<file path="src/rtl/assert_macros.svh">
// Assertion macros shared by the cipher unit modules.
`ifndef ASSERT_MACROS_SVH
`define ASSERT_MACROS_SVH

// Checked on every clock edge outside reset.
`define TRRC_ASSERT(lbl, prop, msg) \
  lbl: assert property (@(posedge clk) disable iff (!rst_n) prop) else $error(msg);

// Checked on every clock edge, reset included.
`define TRRC_ASSERT_ALWAYS(lbl, prop, msg) \
  lbl: assert property (@(posedge clk) prop) else $error(msg);

`endif

</file>
<file path="src/rtl/trrc_pkg.sv">
// Types, constants and helper functions of the three rotor reflector cipher unit.
`default_nettype none

package trrc_pkg;

  localparam int ALPHABET_SIZE = 26;
  localparam int REFLECT_SHIFT = 13;
  localparam int ROTOR_COUNT   = 3;
  localparam int SYM_W         = 5;
  localparam int SUM_W         = SYM_W + 2;
  localparam int IN_TDATA_W    = 24;
  localparam int OUT_TDATA_W   = 8;
  localparam int QUEUE_DEPTH   = 2;
  localparam int QPTR_W        = (QUEUE_DEPTH > 1) ? $clog2(QUEUE_DEPTH) : 1;
  localparam int QCNT_W        = $clog2(QUEUE_DEPTH + 1);

  localparam logic [1:0] MODE_CIPHER = 2'd0;
  localparam logic [1:0] MODE_WIRE   = 2'd1;
  localparam logic [1:0] MODE_REWIND = 2'd2;

  localparam logic [1:0] ROTOR_ONE   = 2'd0;
  localparam logic [1:0] ROTOR_TWO   = 2'd1;
  localparam logic [1:0] ROTOR_THREE = 2'd2;

  localparam logic [1:0] CFG_START_ONE   = 2'd0;
  localparam logic [1:0] CFG_START_TWO   = 2'd1;
  localparam logic [1:0] CFG_START_THREE = 2'd2;

  typedef logic [SYM_W-1:0] sym_t;
  typedef logic [SUM_W-1:0] sum_t;

  typedef struct packed {
    sym_t one;
    sym_t two;
    sym_t three;
  } offsets_t;

  typedef struct packed {
    sym_t     letter;
    offsets_t offs;
  } letter_item_t;

  typedef struct packed {
    logic       en;
    logic [1:0] sel;
    sym_t       idx;
    sym_t       val;
  } wire_write_t;

  typedef struct packed {
    logic queue_empty;
    logic pipe_busy;
  } back_status_t;

  // Reduces a sum below three alphabet lengths into the alphabet.
  function automatic sym_t mod_alpha(input sum_t s);
    sum_t r;
    if (s >= sum_t'(2 * ALPHABET_SIZE)) begin
      r = s - sum_t'(2 * ALPHABET_SIZE);
    end else if (s >= sum_t'(ALPHABET_SIZE)) begin
      r = s - sum_t'(ALPHABET_SIZE);
    end else begin
      r = s;
    end
    return r[SYM_W-1:0];
  endfunction

  function automatic sum_t widen(input sym_t v);
    return {2'b00, v};
  endfunction

endpackage

`default_nettype wire

</file>
<file path="src/rtl/trrc_front.sv">
// Front end: accepts input transactions, classifies them, keeps rotor offsets.
`default_nettype none
`include "assert_macros.svh"

module trrc_front import trrc_pkg::*; (
  input  wire logic                  clk,
  input  wire logic                  rst_n,
  input  wire logic                  in_tvalid,
  output logic                       in_tready,
  // letter[4:0], rotor_select[6:5], wiring_index[11:7], wiring_value[16:12], zeros
  input  wire logic [IN_TDATA_W-1:0] in_tdata,
  // mode[1:0]
  input  wire logic [1:0]            in_tuser,
  input  wire logic                  cfg_valid,
  output logic                       cfg_ready,
  input  wire logic [1:0]            cfg_index,
  input  wire logic [SYM_W-1:0]      cfg_data,
  input  wire back_status_t          status_i,
  input  wire logic                  q_full_i,
  output logic                       q_push_o,
  output letter_item_t               q_entry_o,
  output wire_write_t                wr_o
);

  logic       accept;
  logic       pipe_idle;
  logic       offs_ok;
  logic [1:0] mode;
  sym_t       letter;
  logic [1:0] rotor_sel;
  sym_t       wire_idx;
  sym_t       wire_val;
  offsets_t   off_r;
  offsets_t   off_nxt;
  offsets_t   start_r;
  offsets_t   start_nxt;

  assign mode      = in_tuser;
  assign letter    = in_tdata[4:0];
  assign rotor_sel = in_tdata[6:5];
  assign wire_idx  = in_tdata[11:7];
  assign wire_val  = in_tdata[16:12];

  assign pipe_idle = status_i.queue_empty && !status_i.pipe_busy;

  always_comb begin
    unique case (mode)
      MODE_CIPHER: in_tready = !q_full_i;
      MODE_WIRE:   in_tready = pipe_idle;
      default:     in_tready = 1'b1;
    endcase
  end

  assign accept = in_tvalid && in_tready;

  assign q_push_o         = accept && (mode == MODE_CIPHER);
  assign q_entry_o.letter = letter;
  assign q_entry_o.offs   = off_r;

  assign wr_o.en  = accept && (mode == MODE_WIRE) && (rotor_sel < 2'(ROTOR_COUNT))
                    && (wire_idx < sym_t'(ALPHABET_SIZE));
  assign wr_o.sel = rotor_sel;
  assign wr_o.idx = wire_idx;
  assign wr_o.val = wire_val;

  always_comb begin
    off_nxt = off_r;
    if (accept && (mode == MODE_CIPHER)) begin
      off_nxt.one   = mod_alpha(widen(off_r.one) + sum_t'(2));
      off_nxt.two   = mod_alpha(widen(off_r.two) + sum_t'(2));
      off_nxt.three = mod_alpha(widen(off_r.three) + sum_t'(2));
    end else if (accept && (mode == MODE_REWIND)) begin
      off_nxt.one   = mod_alpha(widen(start_r.one));
      off_nxt.two   = mod_alpha(widen(start_r.two));
      off_nxt.three = mod_alpha(widen(start_r.three));
    end
  end

  assign cfg_ready = 1'b1;

  always_comb begin
    start_nxt = start_r;
    if (cfg_valid) begin
      unique case (cfg_index)
        CFG_START_ONE:   start_nxt.one   = cfg_data;
        CFG_START_TWO:   start_nxt.two   = cfg_data;
        CFG_START_THREE: start_nxt.three = cfg_data;
        default:         start_nxt       = start_r;
      endcase
    end
  end

  always_ff @(posedge clk) begin
    if (!rst_n) begin
      off_r   <= '0;
      start_r <= '0;
    end else begin
      off_r   <= off_nxt;
      start_r <= start_nxt;
    end
  end

  assign offs_ok = (off_r.one < sym_t'(ALPHABET_SIZE)) && (off_r.two < sym_t'(ALPHABET_SIZE))
                   && (off_r.three < sym_t'(ALPHABET_SIZE));

  `TRRC_ASSERT(a_wire_write_idle, wr_o.en |-> pipe_idle, "wiring written with letters in flight")
  `TRRC_ASSERT(a_offsets_in_range, offs_ok, "rotor offset out of range")

endmodule

`default_nettype wire

</file>
<file path="src/rtl/trrc_queue.sv">
// Short queue of letter transactions between the front end and the rotor pipeline.
`default_nettype none
`include "assert_macros.svh"

module trrc_queue import trrc_pkg::*; (
  input  wire logic         clk,
  input  wire logic         rst_n,
  input  wire logic         push_i,
  input  wire letter_item_t entry_i,
  input  wire logic         pop_i,
  output letter_item_t      head_o,
  output logic              head_valid_o,
  output logic              full_o,
  output logic              empty_o
);

  letter_item_t        q_mem [QUEUE_DEPTH];
  logic [QPTR_W-1:0]   wp_r;
  logic [QPTR_W-1:0]   wp_nxt;
  logic [QPTR_W-1:0]   rp_r;
  logic [QPTR_W-1:0]   rp_nxt;
  logic [QCNT_W-1:0]   count_r;
  logic [QCNT_W-1:0]   count_nxt;

  assign empty_o      = (count_r == '0);
  assign full_o       = (count_r == QCNT_W'(QUEUE_DEPTH));
  assign head_valid_o = !empty_o;
  assign head_o       = q_mem[rp_r];

  always_comb begin
    wp_nxt    = wp_r;
    rp_nxt    = rp_r;
    count_nxt = count_r;
    if (push_i) begin
      wp_nxt = (wp_r == QPTR_W'(QUEUE_DEPTH - 1)) ? '0 : wp_r + QPTR_W'(1);
    end
    if (pop_i) begin
      rp_nxt = (rp_r == QPTR_W'(QUEUE_DEPTH - 1)) ? '0 : rp_r + QPTR_W'(1);
    end
    if (push_i && !pop_i) begin
      count_nxt = count_r + QCNT_W'(1);
    end else if (pop_i && !push_i) begin
      count_nxt = count_r - QCNT_W'(1);
    end
  end

  always_ff @(posedge clk) begin
    if (push_i) begin
      q_mem[wp_r] <= entry_i;
    end
  end

  always_ff @(posedge clk) begin
    if (!rst_n) begin
      wp_r    <= '0;
      rp_r    <= '0;
      count_r <= '0;
    end else begin
      wp_r    <= wp_nxt;
      rp_r    <= rp_nxt;
      count_r <= count_nxt;
    end
  end

  `TRRC_ASSERT(a_no_overflow, !(push_i && full_o), "push into full queue")
  `TRRC_ASSERT(a_no_underflow, !(pop_i && empty_o), "pop from empty queue")

endmodule

`default_nettype wire

</file>
<file path="src/rtl/trrc_back.sv">
// Back end: six stage rotor pipeline with the three wiring memories and the result register.
`default_nettype none

module trrc_back import trrc_pkg::*; (
  input  wire logic                   clk,
  input  wire logic                   rst_n,
  input  wire letter_item_t           head_i,
  input  wire logic                   head_valid_i,
  output logic                        pop_o,
  output logic                        busy_o,
  input  wire wire_write_t            wr_i,
  output logic                        out_tvalid,
  input  wire logic                   out_tready,
  // cipher_letter[4:0], zeros
  output logic [OUT_TDATA_W-1:0]      out_tdata
);

  sym_t       rot1_mem [ALPHABET_SIZE];
  sym_t       rot2_mem [ALPHABET_SIZE];
  sym_t       rot3_mem [ALPHABET_SIZE];

  logic [6:1] v_r;
  logic       en;
  offsets_t   o1_r, o2_r, o3_r, o4_r, o5_r;
  sym_t       d1_r, d2_r, d3_r, d4_r, d5_r, d6_r;
  sym_t       addr1, addr2, addr3, addr4, addr5, addr6;

  assign en     = !v_r[6] || out_tready;
  assign pop_o  = en && head_valid_i;
  assign busy_o = |v_r[5:1];

  assign addr1 = mod_alpha(widen(head_i.letter) + widen(head_i.offs.one));
  assign addr2 = mod_alpha(widen(d1_r) + widen(o1_r.two));
  assign addr3 = mod_alpha(widen(d2_r) + widen(o2_r.three));
  assign addr4 = mod_alpha(widen(d3_r) + sum_t'(REFLECT_SHIFT) + widen(o3_r.three)
                           + sum_t'(1));
  assign addr5 = mod_alpha(widen(d4_r) + widen(o4_r.two) + sum_t'(1));
  assign addr6 = mod_alpha(widen(d5_r) + widen(o5_r.one) + sum_t'(1));

  always_ff @(posedge clk) begin
    if (wr_i.en && (wr_i.sel == ROTOR_ONE)) begin
      rot1_mem[wr_i.idx] <= wr_i.val;
    end
    if (en) begin
      d1_r <= rot1_mem[addr1];
      d6_r <= rot1_mem[addr6];
    end
  end

  always_ff @(posedge clk) begin
    if (wr_i.en && (wr_i.sel == ROTOR_TWO)) begin
      rot2_mem[wr_i.idx] <= wr_i.val;
    end
    if (en) begin
      d2_r <= rot2_mem[addr2];
      d5_r <= rot2_mem[addr5];
    end
  end

  always_ff @(posedge clk) begin
    if (wr_i.en && (wr_i.sel == ROTOR_THREE)) begin
      rot3_mem[wr_i.idx] <= wr_i.val;
    end
    if (en) begin
      d3_r <= rot3_mem[addr3];
      d4_r <= rot3_mem[addr4];
    end
  end

  always_ff @(posedge clk) begin
    if (en) begin
      o1_r <= head_i.offs;
      o2_r <= o1_r;
      o3_r <= o2_r;
      o4_r <= o3_r;
      o5_r <= o4_r;
    end
  end

  always_ff @(posedge clk) begin
    if (!rst_n) begin
      v_r <= '0;
    end else if (en) begin
      v_r <= {v_r[5:1], head_valid_i};
    end
  end

  assign out_tvalid = v_r[6];
  assign out_tdata  = {(OUT_TDATA_W - SYM_W)'(0), d6_r};

endmodule

`default_nettype wire

</file>
<file path="src/rtl/three_rotor_reflector_cipher_unit.sv">
// Letters pass the queue and rotor pipeline, one letter per cycle while out_tready is high.
// Rewind and unused-mode transactions are always accepted and give no result.
// Wiring writes wait out letters queued or before the last stage, longer while out_tready is low.
// The six chained wiring lookups, two per rotor memory port pair, set the pipeline depth.
// Synchronous active-low reset clears offsets, start registers, queue and pipeline valids;
// the wiring memories keep their contents and need no clearing.
`default_nettype none

module three_rotor_reflector_cipher_unit import trrc_pkg::*; (
  input  wire logic                   clk,
  input  wire logic                   rst_n,
  input  wire logic                   in_tvalid,
  output logic                        in_tready,
  // letter[4:0], rotor_select[6:5], wiring_index[11:7], wiring_value[16:12], zeros
  input  wire logic [IN_TDATA_W-1:0]  in_tdata,
  // mode[1:0]
  input  wire logic [1:0]             in_tuser,
  output logic                        out_tvalid,
  input  wire logic                   out_tready,
  // cipher_letter[4:0], zeros
  output logic [OUT_TDATA_W-1:0]      out_tdata,
  input  wire logic                   cfg_valid,
  output logic                        cfg_ready,
  input  wire logic [1:0]             cfg_index,
  input  wire logic [SYM_W-1:0]       cfg_data
);

  back_status_t status;
  logic         q_full;
  logic         q_empty;
  logic         q_push;
  logic         q_pop;
  logic         head_valid;
  logic         pipe_busy;
  letter_item_t q_entry;
  letter_item_t head;
  wire_write_t  wr;

  assign status.queue_empty = q_empty;
  assign status.pipe_busy   = pipe_busy;

  trrc_front u_front (
    .clk       (clk),
    .rst_n     (rst_n),
    .in_tvalid (in_tvalid),
    .in_tready (in_tready),
    .in_tdata  (in_tdata),
    .in_tuser  (in_tuser),
    .cfg_valid (cfg_valid),
    .cfg_ready (cfg_ready),
    .cfg_index (cfg_index),
    .cfg_data  (cfg_data),
    .status_i  (status),
    .q_full_i  (q_full),
    .q_push_o  (q_push),
    .q_entry_o (q_entry),
    .wr_o      (wr)
  );

  trrc_queue u_queue (
    .clk          (clk),
    .rst_n        (rst_n),
    .push_i       (q_push),
    .entry_i      (q_entry),
    .pop_i        (q_pop),
    .head_o       (head),
    .head_valid_o (head_valid),
    .full_o       (q_full),
    .empty_o      (q_empty)
  );

  trrc_back u_back (
    .clk          (clk),
    .rst_n        (rst_n),
    .head_i       (head),
    .head_valid_i (head_valid),
    .pop_o        (q_pop),
    .busy_o       (pipe_busy),
    .wr_i         (wr),
    .out_tvalid   (out_tvalid),
    .out_tready   (out_tready),
    .out_tdata    (out_tdata)
  );

endmodule

`default_nettype wire

</file>
<file path="config.mk">
export PLATFORM = sky130hd
export DESIGN_NAME = three_rotor_reflector_cipher_unit
export DESIGN_NICKNAME = d
export VERILOG_FILES = /design/src/rtl/trrc_pkg.sv /design/src/rtl/trrc_front.sv /design/src/rtl/trrc_queue.sv /design/src/rtl/trrc_back.sv /design/src/rtl/three_rotor_reflector_cipher_unit.sv
export VERILOG_INCLUDE_DIRS = /design/src /design/src/rtl
export SDC_FILE = /design/constraint.sdc
export NUM_CORES = 1
export LEC_CHECK = 0
export ABC_AREA = 1
export BUFFER_PORTS_ARGS = -buffer_cell sky130_fd_sc_hd__buf_2
export CAP_MARGIN = 25
export CORE_ASPECT_RATIO = 0.8
export CORE_MARGIN = 8
export CORE_UTILIZATION = 35
export CTS_BUF_LIST = sky130_fd_sc_hd__clkbuf_8
export CTS_CLUSTER_SIZE = 10
export DETAILED_ROUTE_END_ITERATION = 8
export SLEW_MARGIN = 20
export SYNTH_ARGS = -nofsm -noshare
export SYNTH_HDL_FRONTEND = slang
export SYNTH_SLANG_ARGS = --single-unit
</file>
<file path="constraint.sdc">
create_clock -name clk -period 3.39 [get_ports clk]
set_clock_uncertainty 0.15 [all_clocks]
set_input_delay 0.1695 -clock clk [delete_from_list [all_inputs] [get_ports clk]]
set_output_delay 0.1695 -clock clk [all_outputs]
set_load 0.005 [all_outputs]
</file>
# After elaboration in Yosys (flattened, before gate mapping)
# Memories as Yosys holds them, arrays and structs flattened. A register that Yosys moved wholly into a read port is not among the register bits.
# Index checks and enable logic that the tools add are counted.
[totals] ram_bits=430 output_inout_bits=11 memories=4 register_bits=100 inputBits=38
[op_classes] reduce_logical=30 n_addsub=38 muxes=38 order_cmp=23 n_eq_ne=7
[memory_table] memory="u_back.rot1_mem" words=26 width=5 read_ports=2 rd_clocked_by_memory_dff=2 wr=1 line="trrc_back.sv:18" rtl="sym_t rot1_mem [ALPHABET_SIZE];"
[memory_table] memory="u_back.rot2_mem" words=26 width=5 read_ports=2 rd_clocked_by_memory_dff=2 wr=1 line="trrc_back.sv:19" rtl="sym_t rot2_mem [ALPHABET_SIZE];"
[memory_table] memory="u_back.rot3_mem" words=26 width=5 read_ports=2 rd_clocked_by_memory_dff=2 wr=1 line="trrc_back.sv:20" rtl="sym_t rot3_mem [ALPHABET_SIZE];"
[memory_table] memory="u_queue.q_mem" words=2 width=20 read_ports=1 rd_clocked_by_memory_dff=1 wr=1 line="trrc_queue.sv:17" rtl="letter_item_t q_mem [QUEUE_DEPTH];"
[ops] op="$mux 5" n=21
[ops] op="$sub 5x5->5 const B" n=21
[ops] op="$ge 6x5->1 const B" n=6
[ops] op="$ge 6x6->1 const B" n=6
[ops] op="$add 5x5->6" n=5
[ops] op="$mux 15" n=2
[ops] op="$ge 7x5->1 const B" n=3
[ops] op="$ge 7x6->1 const B" n=3
[ops] op="$add 5x2->6 const B" n=3
[ops] op="$ge 5x5->1 const B" n=3
[ops] op="$add 6x1->7 const B" n=2
[ops] op="$logic_and 1x1->1" n=13
[ops] op="$mux 1" n=12
[ops] op="$eq 2x2->1 const B" n=4
[ops] op="$logic_not 2->1" n=4
[ops] op="$add 7x1->7 const B" n=1
[ops] op="$add 7x5->7" n=1
[ops] op="$add 5x4->6 const B" n=1
[ops] op="$eq 2x1->1 const B" n=3
[ops] op="$logic_not 1->1" n=6
[ops] op="$reduce_and 2->1" n=3
[ops] op="$lt 5x5->1 const B" n=1
[ops] op="$reduce_or 5->1" n=1
[ops] op="$mux 2" n=2
[ops] op="other kinds (7)" n=9

# Logic depth before layout (Yosys ltp)
# Gate-level depths: netlist (run 1).
[logic_depth] ltp_word=11 mapped_depth=25

# Hierarchy
# A second synthesis (run 1) with hierarchy kept.
[hier_totals] cells_unflattened=3468 area_unflattened_um2=30799.5
[modules_own_cells] module="trrc_back" n_inst=1 seq_area_each_um2=14533.9 area_per_inst_um2=26520.4 cells_per_inst=2997
[modules_own_cells] module="trrc_front" n_inst=1 seq_area_each_um2=600.6 area_per_inst_um2=2521.2 cells_per_inst=373
[modules_own_cells] module="trrc_queue" n_inst=1 seq_area_each_um2=1301.2 area_per_inst_um2=1757.9 cells_per_inst=98

# Least setup slack after synthesis (run 1)
# Ideal clock, no wire load.
[synth_timing] kind="reg2reg" from="reg (tool-made name)" to="reg u_back.d1_r[3], read port of u_back.rot1_mem, data pin" slack_ns=-0.373 path_stages_with_launch=23 path_buffers=2 synth_period_minus_slack_ns=3.763 arrival_ns=3.359 t_required_ns=2.987 path_cell_list="dfxtp_1 -> buf_1 -> mux2_2 -> ha_1 -> inv_1 -> fa_1 -> xnor2_1 -> inv_1 -> ha_1 -> a21o_1 -> nand3_1 -> nand2_1 -> nand2_1 -> nand2_1 -> nand2_2 -> nand2_2 -> inv_2 -> buf_6 -> nand2_1 -> nand3_1 -> nand3_1 -> nand3_1 -> nand2_1"
[synth_lines] element="end: declaration" line="trrc_back.sv:25" rtl="sym_t d1_r, d2_r, d3_r, d4_r, d5_r, d6_r;"

# Final worst setup path (run 1)
[layout_timing] from="reg u_back.d3_r[0], read port of u_back.rot3_mem" to="reg u_back.d4_r[1], read port of u_back.rot3_mem, data pin"
[layout_between] elab_chain_len=6
[layout_rtl] element="start: declaration" line="trrc_back.sv:25"
[layout_rtl] element="$add 5x4->6 (*)" line="trrc_back.sv:35" rtl="assign addr4 = mod_alpha(widen(d3_r) + sum_t'(REFLECT_SHIFT) + widen(o3_r.three)"
[layout_rtl] element="$add 7x5->7 (*)" line="trrc_back.sv:35"
[layout_rtl] element="$add 7x1->7 (*)" line="trrc_back.sv:36" rtl="+ sum_t'(1));"
[layout_rtl] element="$ge 7x5->1 / $sub 5x5->5 (equally long branches)" line="trrc_pkg.sv:60, trrc_pkg.sv:61"
[layout_rtl] element="$mux 5" line="trrc_pkg.sv:60" rtl="end else if (s >= sum_t'(ALPHABET_SIZE)) begin"
[layout_rtl] element="$mux 5 (*)" line="trrc_pkg.sv:58" rtl="if (s >= sum_t'(2 * ALPHABET_SIZE)) begin"
[layout_rtl] element="end: declaration" line="trrc_back.sv:25"
# Every way passes the cells marked *; elsewhere a longest branch is shown, timed or not.
# A chain may end at the register's enable or synchronous reset.

==> impl_summary.md, run 1 <==
Place
The number of input and output port buffers inserted is 37. The placed wire-length estimate is 59.53 mm. The congestion estimate from routability-driven global placement came to 0.9343. Summing all placed instances gives a cell area of 0.03269 mm².

Routing
The routed layout has 25160 vias. In the routed design, unresolved DRC markers number 0. The pre-antenna-repair detailed-routing pass consisted of 6 iterations. After detailed routing, the total wire length is 89.35 mm. The final routed wire length divided by cell count is 18.23 µm. The number of DRC markers after the initial detailed-route iteration is 2757.

The count of nets left with antenna violations after detail routing is 0. Dividing the detail-routed via count by the number of cells gives 5.133.

Global routing
The number of global-route vias before repair was 22980. Entering global routing, the biggest net connects roughly 130 pins. The global routing usage summed across all routing layers is between 10% and 20%. The first global-routing pass estimated 133.0 mm of wire.

The initial antenna violation count is 2. The total overflow left after global routing is 0.

Setup path
The largest delay contributor family on the critical path is simple AND/OR/NAND/NOR gates. The biggest cell delay along the critical path is 0.51 ns. The kind of launch point of the worst setup path is a register. The required time at the worst-slack endpoint is between 3 and 4 ns. In this run the critical register-to-register path is launched from u_back.d3_r[0]$_DFFE_PN_.

For the worst setup path, the data arrival time is 3.77 ns. For this design, the slowest cell found on the critical path is edfxtp_1. Across all register-to-register paths, the minimum setup slack is -0.05 ns. The signal on the critical path passes through buf_6 > ha_4 > fa_2 > inv_2 > nand2_2 > nand2_2 > inv_2 > ha_4 > nand2_2 > a21boi_2 > nand3_1 > nand2_2 > nand2_4 > nand2_8 > nand3_4 > nand2_8 > buf_12 > nand2_4 > nand3_4 > nand3_4 > nand3_2 > nand2_2. The most common cell type on the critical path is nand2_2. The buffers plus inverters on the worst setup path is 4.

The terminus of the critical flop-to-flop path is u_back.d4_r[1]$_DFFE_PN_. In this run the worst path has a maximum fanout of 6. The kind of critical path is register to register. The number of cells on the worst reg-to-reg path is 22. The worst setup path is captured at a register.

Timing
Once routing completed, OpenROAD measured the worst setup slack at -0.05060 ns. The final hold violation count is 0. The number of slew-limit violations in the final report is 0. The final clock period utilization by the worst path is 101.5%. The tightest hold path in the finished design has a slack of about 0.057 ns. Setup violations remaining at the end of the flow were counted as 6. The worst slew slack as a fraction of its limit is 41.38%. For the pin with the worst max-slew slack, the measured transition is 0.8793 ns. Setup repair after global routing could not meet its margin everywhere.

The clock period minus worst slack is 3.441 ns. The highest clock rate is 290.6 MHz.

Worst hold path
The worst hold path depth is 2. The startpoint identified for the worst hold timing path is in_tdata[2]. The worst hold path endpoint is u_queue.q_mem[1][17]$_DFFE_PP_.

The worst hold path belongs to the class input pin to register.

Layout
In the final layout, the share of cells above drive strength 1 is roughly 21%. The number of fill cells in the layout is 8191. The area of all placed cells without fillers is about 0.038 mm². The area growth from synthesis to layout is 25.13%. At the end of the flow, the number of nets in the layout was 3822.

Synth
In this run, synthesis produced a sequential element count of 561. The post-synthesis sequential area ratio is between 50% and 60%. The share of the synthesized area in the top cell type is 51.80%. The number of synthesized flops with an enable pin is 520. Counting distinct cell types in the post-synthesis netlist gives 51. Ranked by instance count, the synthesized netlist is headed by nand2_1, edfxtp_1, nand3_1. The average footprint of a synthesized cell is 8.830 µm².

Counting flops with an async set or reset pin after synthesis yields a share of 0%. The most frequently used cell type in the post-synthesis netlist is nand2_1. The predominant post-synthesis flop cell is edfxtp_1. The synthesized cell area is around 0.030 mm². The synthesized instance count is 3414. Sorting the synthesized cells by area gives the leading types as edfxtp_1, nand2_1, nand3_1, o21ai_0, inv_1.

The library cell with the largest summed area after synthesis is edfxtp_1. During synthesis, Yosys emitted a total of 0 warnings.

CTS
The number of H-tree branching levels is 3. The maximum count of clock buffers along a single path is 3. The CTS tree is done. The clock tree root buffer cell is clkbuf_8. The clock latency of the later-clocked register in the worst-skew pair is ~0.73 ns. The number of buffers created by CTS is 95. The clock sink count is 561. After clock tree synthesis, the clock-pin slew on the worst setup and hold paths is 0.06 ns.

Floorplan
The total area inside the core boundary comes to 0.08552 mm². In this run the core area contains 96 standard-cell rows. The die covers 0.09584 mm². From left edge to right edge, the die measures 344.1 µm. The die extent in y is between 200 and 300 µm.

The count of boundary I/O pins is 49. The initial standard-cell utilization of the core is 35.25%.

Outcome
The final reports fail on negative setup slack. The flow ran to the end, but the final reports show violations.

Flow run
The tool flagged a number of max-cap violations equal to 0.
==> layout make-up <==
type | instances | area (µm²) | share of cell area [%]
Inverter | 375 | 1450 | 3.844
Clock buffer | 98 | 1349 | 3.575
Multi-Input combinational cell | 2331 | 13480 | 35.74
Sequential cell | 561 | 16440 | 43.58
Clock inverter | 75 | 399.1 | 1.058
Timing Repair Buffer | 331 | 3179 | 8.428
Antenna cell | 1 | 2.502 | 0.006633
Tap cell | 1127 | 1410 | 3.738
Timing Repair inverter | 2 | 11.26 | 0.02985
==> metal layers <==
metal  wire length, µm  GRT usage [%]  vias to the layer above
li1                  -              -                    12130
met5                13              0                        -
met3              7296          3.406                      178
met1             40900          25.87                    11820
met4              2785          6.170                        2
met2             38350          25.73                     1023
==> worst max-delay path by stage <==
stage / from / to / slack [ns] / cells after the start
floorplan: register / u_back.d1_r[3]$_DFFE_PN_ / 0.02 / 22
global placement: register / u_back.d1_r[0]$_DFFE_PN_ / -0.39 / 21
detailed placement: register / u_back.d1_r[0]$_DFFE_PN_ / -0.40 / 20
CTS: u_back.d3_r[1]$_DFFE_PN_ / u_back.d4_r[1]$_DFFE_PN_ / -0.09 / 25
global route: u_back.d3_r[0]$_DFFE_PN_ / u_back.d4_r[2]$_DFFE_PN_ / -0.16 / 22
finish: u_back.d3_r[0]$_DFFE_PN_ / u_back.d4_r[1]$_DFFE_PN_ / -0.05 / 22
==> sequential cells by signal, summed over array words and instances (netlist names), 40 cells and up, named ones only <==
register and count:
u_back.rot2_mem 130, u_queue.q_mem 40, u_back.rot3_mem 130, u_back.rot1_mem 130
==> per-stage QoR <==
stage | worst slack, ns | std cells | utilization (%) | setup TNS (ns)
detailed placement | -0.3975 | 4608 | 38.22 | -3.621
global placement | -0.3917 | 4608 | 38.22 | -3.463
floorplan | 0.01544 | 3416 | - | 0
global route | -0.1579 | 4901 | 44.11 | -1.511
CTS | -0.08854 | 4871 | 42.52 | -0.6460
finish | -0.05060 | 4901 | 44.11 | -0.1925
==> cells by family after synthesis <==
family	synth area share, %
flip-flops	54.52
multiplexers	0.8052
adder cells (fa/ha/maj)	3.760
other	0.02491
buffers and inverters	7.193
AND/OR/NAND/NOR	22.94
XOR/XNOR	0.7346
AO/OA/AOI/OAI	10.02
==> layout by cell type, fill, tap and decap left out, drive strengths merged, types with 81 or more instances in the layout <==
cell type	n
inv	407
edfxtp	520
nand2	959
buf	279
o21ai	400
clkbuf	103
nor2	184
a21oi	143
ha	81
nand3	434
==> repair_timing <==
item | in CTS | in global routing
pin swaps | 83 | 123
hold buffers | 47 | 0
hold endpoints to repair | 284 | 0
endpoints found under the setup margin | 25 | 32
buffers inserted | 32 | 21
cloned | 11 | 11
resized for setup | 234 | 234
Power of run 1 is not shown: default switching activity piles up to over one toggle a cycle in this logic, so the estimate is an artifact.
==> inputs of run 2 (changes only) <==
--- a/config.mk
+++ b/config.mk
@@ -15,6 +15,7 @@
 export CTS_BUF_LIST = sky130_fd_sc_hd__clkbuf_8
 export CTS_CLUSTER_SIZE = 10
 export DETAILED_ROUTE_END_ITERATION = 8
+export SKIP_CTS_REPAIR_TIMING = 1
 export SLEW_MARGIN = 20
 export SYNTH_ARGS = -nofsm -noshare
 export SYNTH_HDL_FRONTEND = slang
==> run 2 against run 1 <==
Net effect:
- the flow finishes with violations (negative hold slack, negative setup slack)
- routed wire length is 0.21% higher
- maximum frequency is 1.6% lower
- clock-buffer cell count stayed put
- critical path depth is 2 lower
- non-clock buffer count is 13 lower
- critical endpoint is now u_back.d1_r[0]$_DFFE_PN_
- largest cell class unchanged
==> impl_summary.md, run 2 (synthesis gave the netlist of run 1 again) <==
Setup path
The terminus of the critical flop-to-flop path is u_back.d1_r[0]$_DFFE_PN_. The kind of capture point of the worst setup path is a register. At the worst endpoint, the required time is 3.67 ns.

The number of cells on the worst reg-to-reg path is 20. For the worst setup path, the data arrival time is 3.78 ns. The reg-to-reg setup timing slack is -0.11 ns.

Of all nets on the critical path, the largest fanout is 7. The worst setup path is launched from a register. The worst setup path is of the register to register kind.

Layout
In the final layout, the share of cells above drive strength 1 is roughly 21%. In the final design database the tool counted 3809 nets. The library cell used most frequently in the layout, excluding fill and tap cells, is nand2_1. The area growth from synthesis to layout is 24.16%. In the final layout, the registers with the most flip-flops are u_back.rot1_mem x130, u_back.rot2_mem x130, u_back.rot3_mem x130.

The library cells used most frequently in the layout, excluding fill and tap cells, are nand2_1, edfxtp_1, o21ai_0. The number of fill cells in the layout is just over 8000. The final non-filler cell total is 4890.

Global routing
Entering global routing, the biggest net connects 131 pins. The initial antenna violation count is 3. Global routing used between 10% and 20% of the available tracks.

The residual overflow from global routing is 0. The first global-routing pass estimated 127.9 mm of wire. The number of global-route vias before repair is 22150.

Timing
For the pin with the worst max-slew slack, the measured transition is 0.8822 ns. The number of slew-limit violations in the final report is 0. The final clock period utilization by the worst path is 103.2%.

The smallest clock period supported by the final layout is computed as 3.497 ns. The highest clock rate is ~290 MHz. The hold slack is -0.02093 ns. The final hold violation count is 5. The slack of the critical path is -0.1068 ns. Setup violations remaining at the end of the flow were counted as 10. Headroom to the max-slew limit came out at 41.19%.

Setup repair after global routing could not meet its margin everywhere.

Floorplan
Measured along the y axis, the die boundary spans 278.5 µm. The die width is 344.1 µm. The die covers 0.09584 mm².

The floorplan has 96 rows. The total area inside the core boundary comes to 0.08552 mm². The count of boundary I/O pins is 49.

The initial standard-cell utilization of the core is 35.25%.

CTS
The clock edge transition at the registers on the reported setup and hold paths is ~0.060 ns. In this run the deepest clock path goes through 3 buffers. The clock tree root buffer cell is clkbuf_8.

The clock sink count is around 560. The number of buffers created by CTS is 95. The clock reaches the later pin of the worst-skew pair after slightly above 0.7 ns. TritonCTS built the clock tree. The number of H-tree branching levels is 3.

Worst hold path
The startpoint identified for the worst hold timing path is in_tdata[8]. The worst hold path terminates at u_back.rot2_mem[8][4]$_DFFE_PP_. Along the worst hold path, the cell count comes to 4. The class of the worst hold path is input pin to register.

Outcome
The final reports fail on negative hold slack, negative setup slack. The flow ran to the end, but the final reports show violations.

Routing
The number of vias per cell is ~5.1. In the final routed layout, each cell accounts on average for 18.31 µm. The number of DRC markers after the initial detailed-route iteration is between 2000 and 3000.

The DRC violation count after routing is 0. Summed over all layers, the routed wires come to about 90 mm. In this run the remaining antenna-violating nets after routing total 0.

The count of vias placed by the detailed router is 25180. The detailed-router iteration count before antenna repair is 6.

Place
At the end of routability-driven placement, the weighted congestion stood at approximately 0.93. The count of buffers added on input and output ports is 37. The post-placement cell count is 4608. The placed wire-length estimate is 59.53 mm.

Flow run
Across the run, the number of max-cap violations was 0.
==> run 2: cell count changes in the layout (fill, tap and decap cells not counted), sizes merged <==
cell,previous run,this run
clkinvlp,1,4
clkinv,42,41
inv,407,406
buf,279,264
clkbuf,103,110
nand2,959,958
diode,1,3
dlygate4sd3,47,42
==> run 2: how the worst max path moves through the flow <==
stage / startpoint / to / slack, ns / cells after the start
finish: register / u_back.d1_r[0]$_DFFE_PN_ / -0.11 / 20
global route: register / u_back.d1_r[0]$_DFFE_PN_ / -0.20 / 20
global placement: register / u_back.d1_r[0]$_DFFE_PN_ / -0.39 / 21
CTS: register / u_back.d1_r[0]$_DFFE_PN_ / -0.45 / 20
floorplan: register / u_back.d1_r[3]$_DFFE_PN_ / 0.02 / 22
detailed placement: register / u_back.d1_r[0]$_DFFE_PN_ / -0.40 / 20
==> run 2: critical path, cell delays in order (launching register included) <==
cell,delay (ns)
dfxtp_4,0.37
buf_6,0.13
mux2_4,0.21
ha_4,0.15
inv_2,0.04
fa_2,0.38
xnor2_2,0.15
buf_4,0.15
buf_6,0.12
ha_2,0.17
nand3b_1,0.10
nand2_2,0.11
nand3_4,0.14
nand2_4,0.10
nand2_8,0.16
clkbuf_16,0.19
nand2_2,0.06
nand3_2,0.07
nand3_2,0.07
nand3_2,0.11
nand2_2,0.10
==> run 2: routing by layer <==
layer | vias up | track usage (%) | part of all wire [%]
met1 | 11790 | 25.25 | 46
li1 | 12090 | - | -
met4 | 0 | 6.149 | 3.3
met2 | 1101 | 24.29 | 42
met5 | - | 0 | 0
met3 | 191 | 3.162 | 8.6
==> run 2: through the flow <==
| step | setup TNS (ns) | util [%] | setup slack [ns] | cell area, µm² |
|---|---|---|---|---|
| 3_5_place_dp | -3.621 | 38.22 | -0.3975 | 32690 |
| 3_3_place_gp | -3.463 | 38.22 | -0.3917 | 32690 |
| 6_report | -0.6003 | 43.77 | -0.1068 | 37430 |
| 2_1_floorplan | 0 | - | 0.01544 | 30180 |
| 4_1_cts | -4.594 | 40.27 | -0.4521 | 34440 |
| 5_1_grt | -1.885 | 43.77 | -0.1960 | 37430 |
==> run 2: layout make-up <==
cell class | instances | area [µm²] | share of cell area (%)
clock buffers | 98 | 1349 | 3.603
repair buffers | 318 | 3024 | 8.079
multi-input cells | 2330 | 13320 | 35.59
clock inverters | 75 | 399.1 | 1.066
flip-flops and latches | 561 | 16440 | 43.92
diodes | 3 | 7.507 | 0.02006
well taps | 1127 | 1410 | 3.767
inverters | 375 | 1456 | 3.891
repair inverters | 3 | 25.02 | 0.06685
Power of run 2 is left out for the same reason.
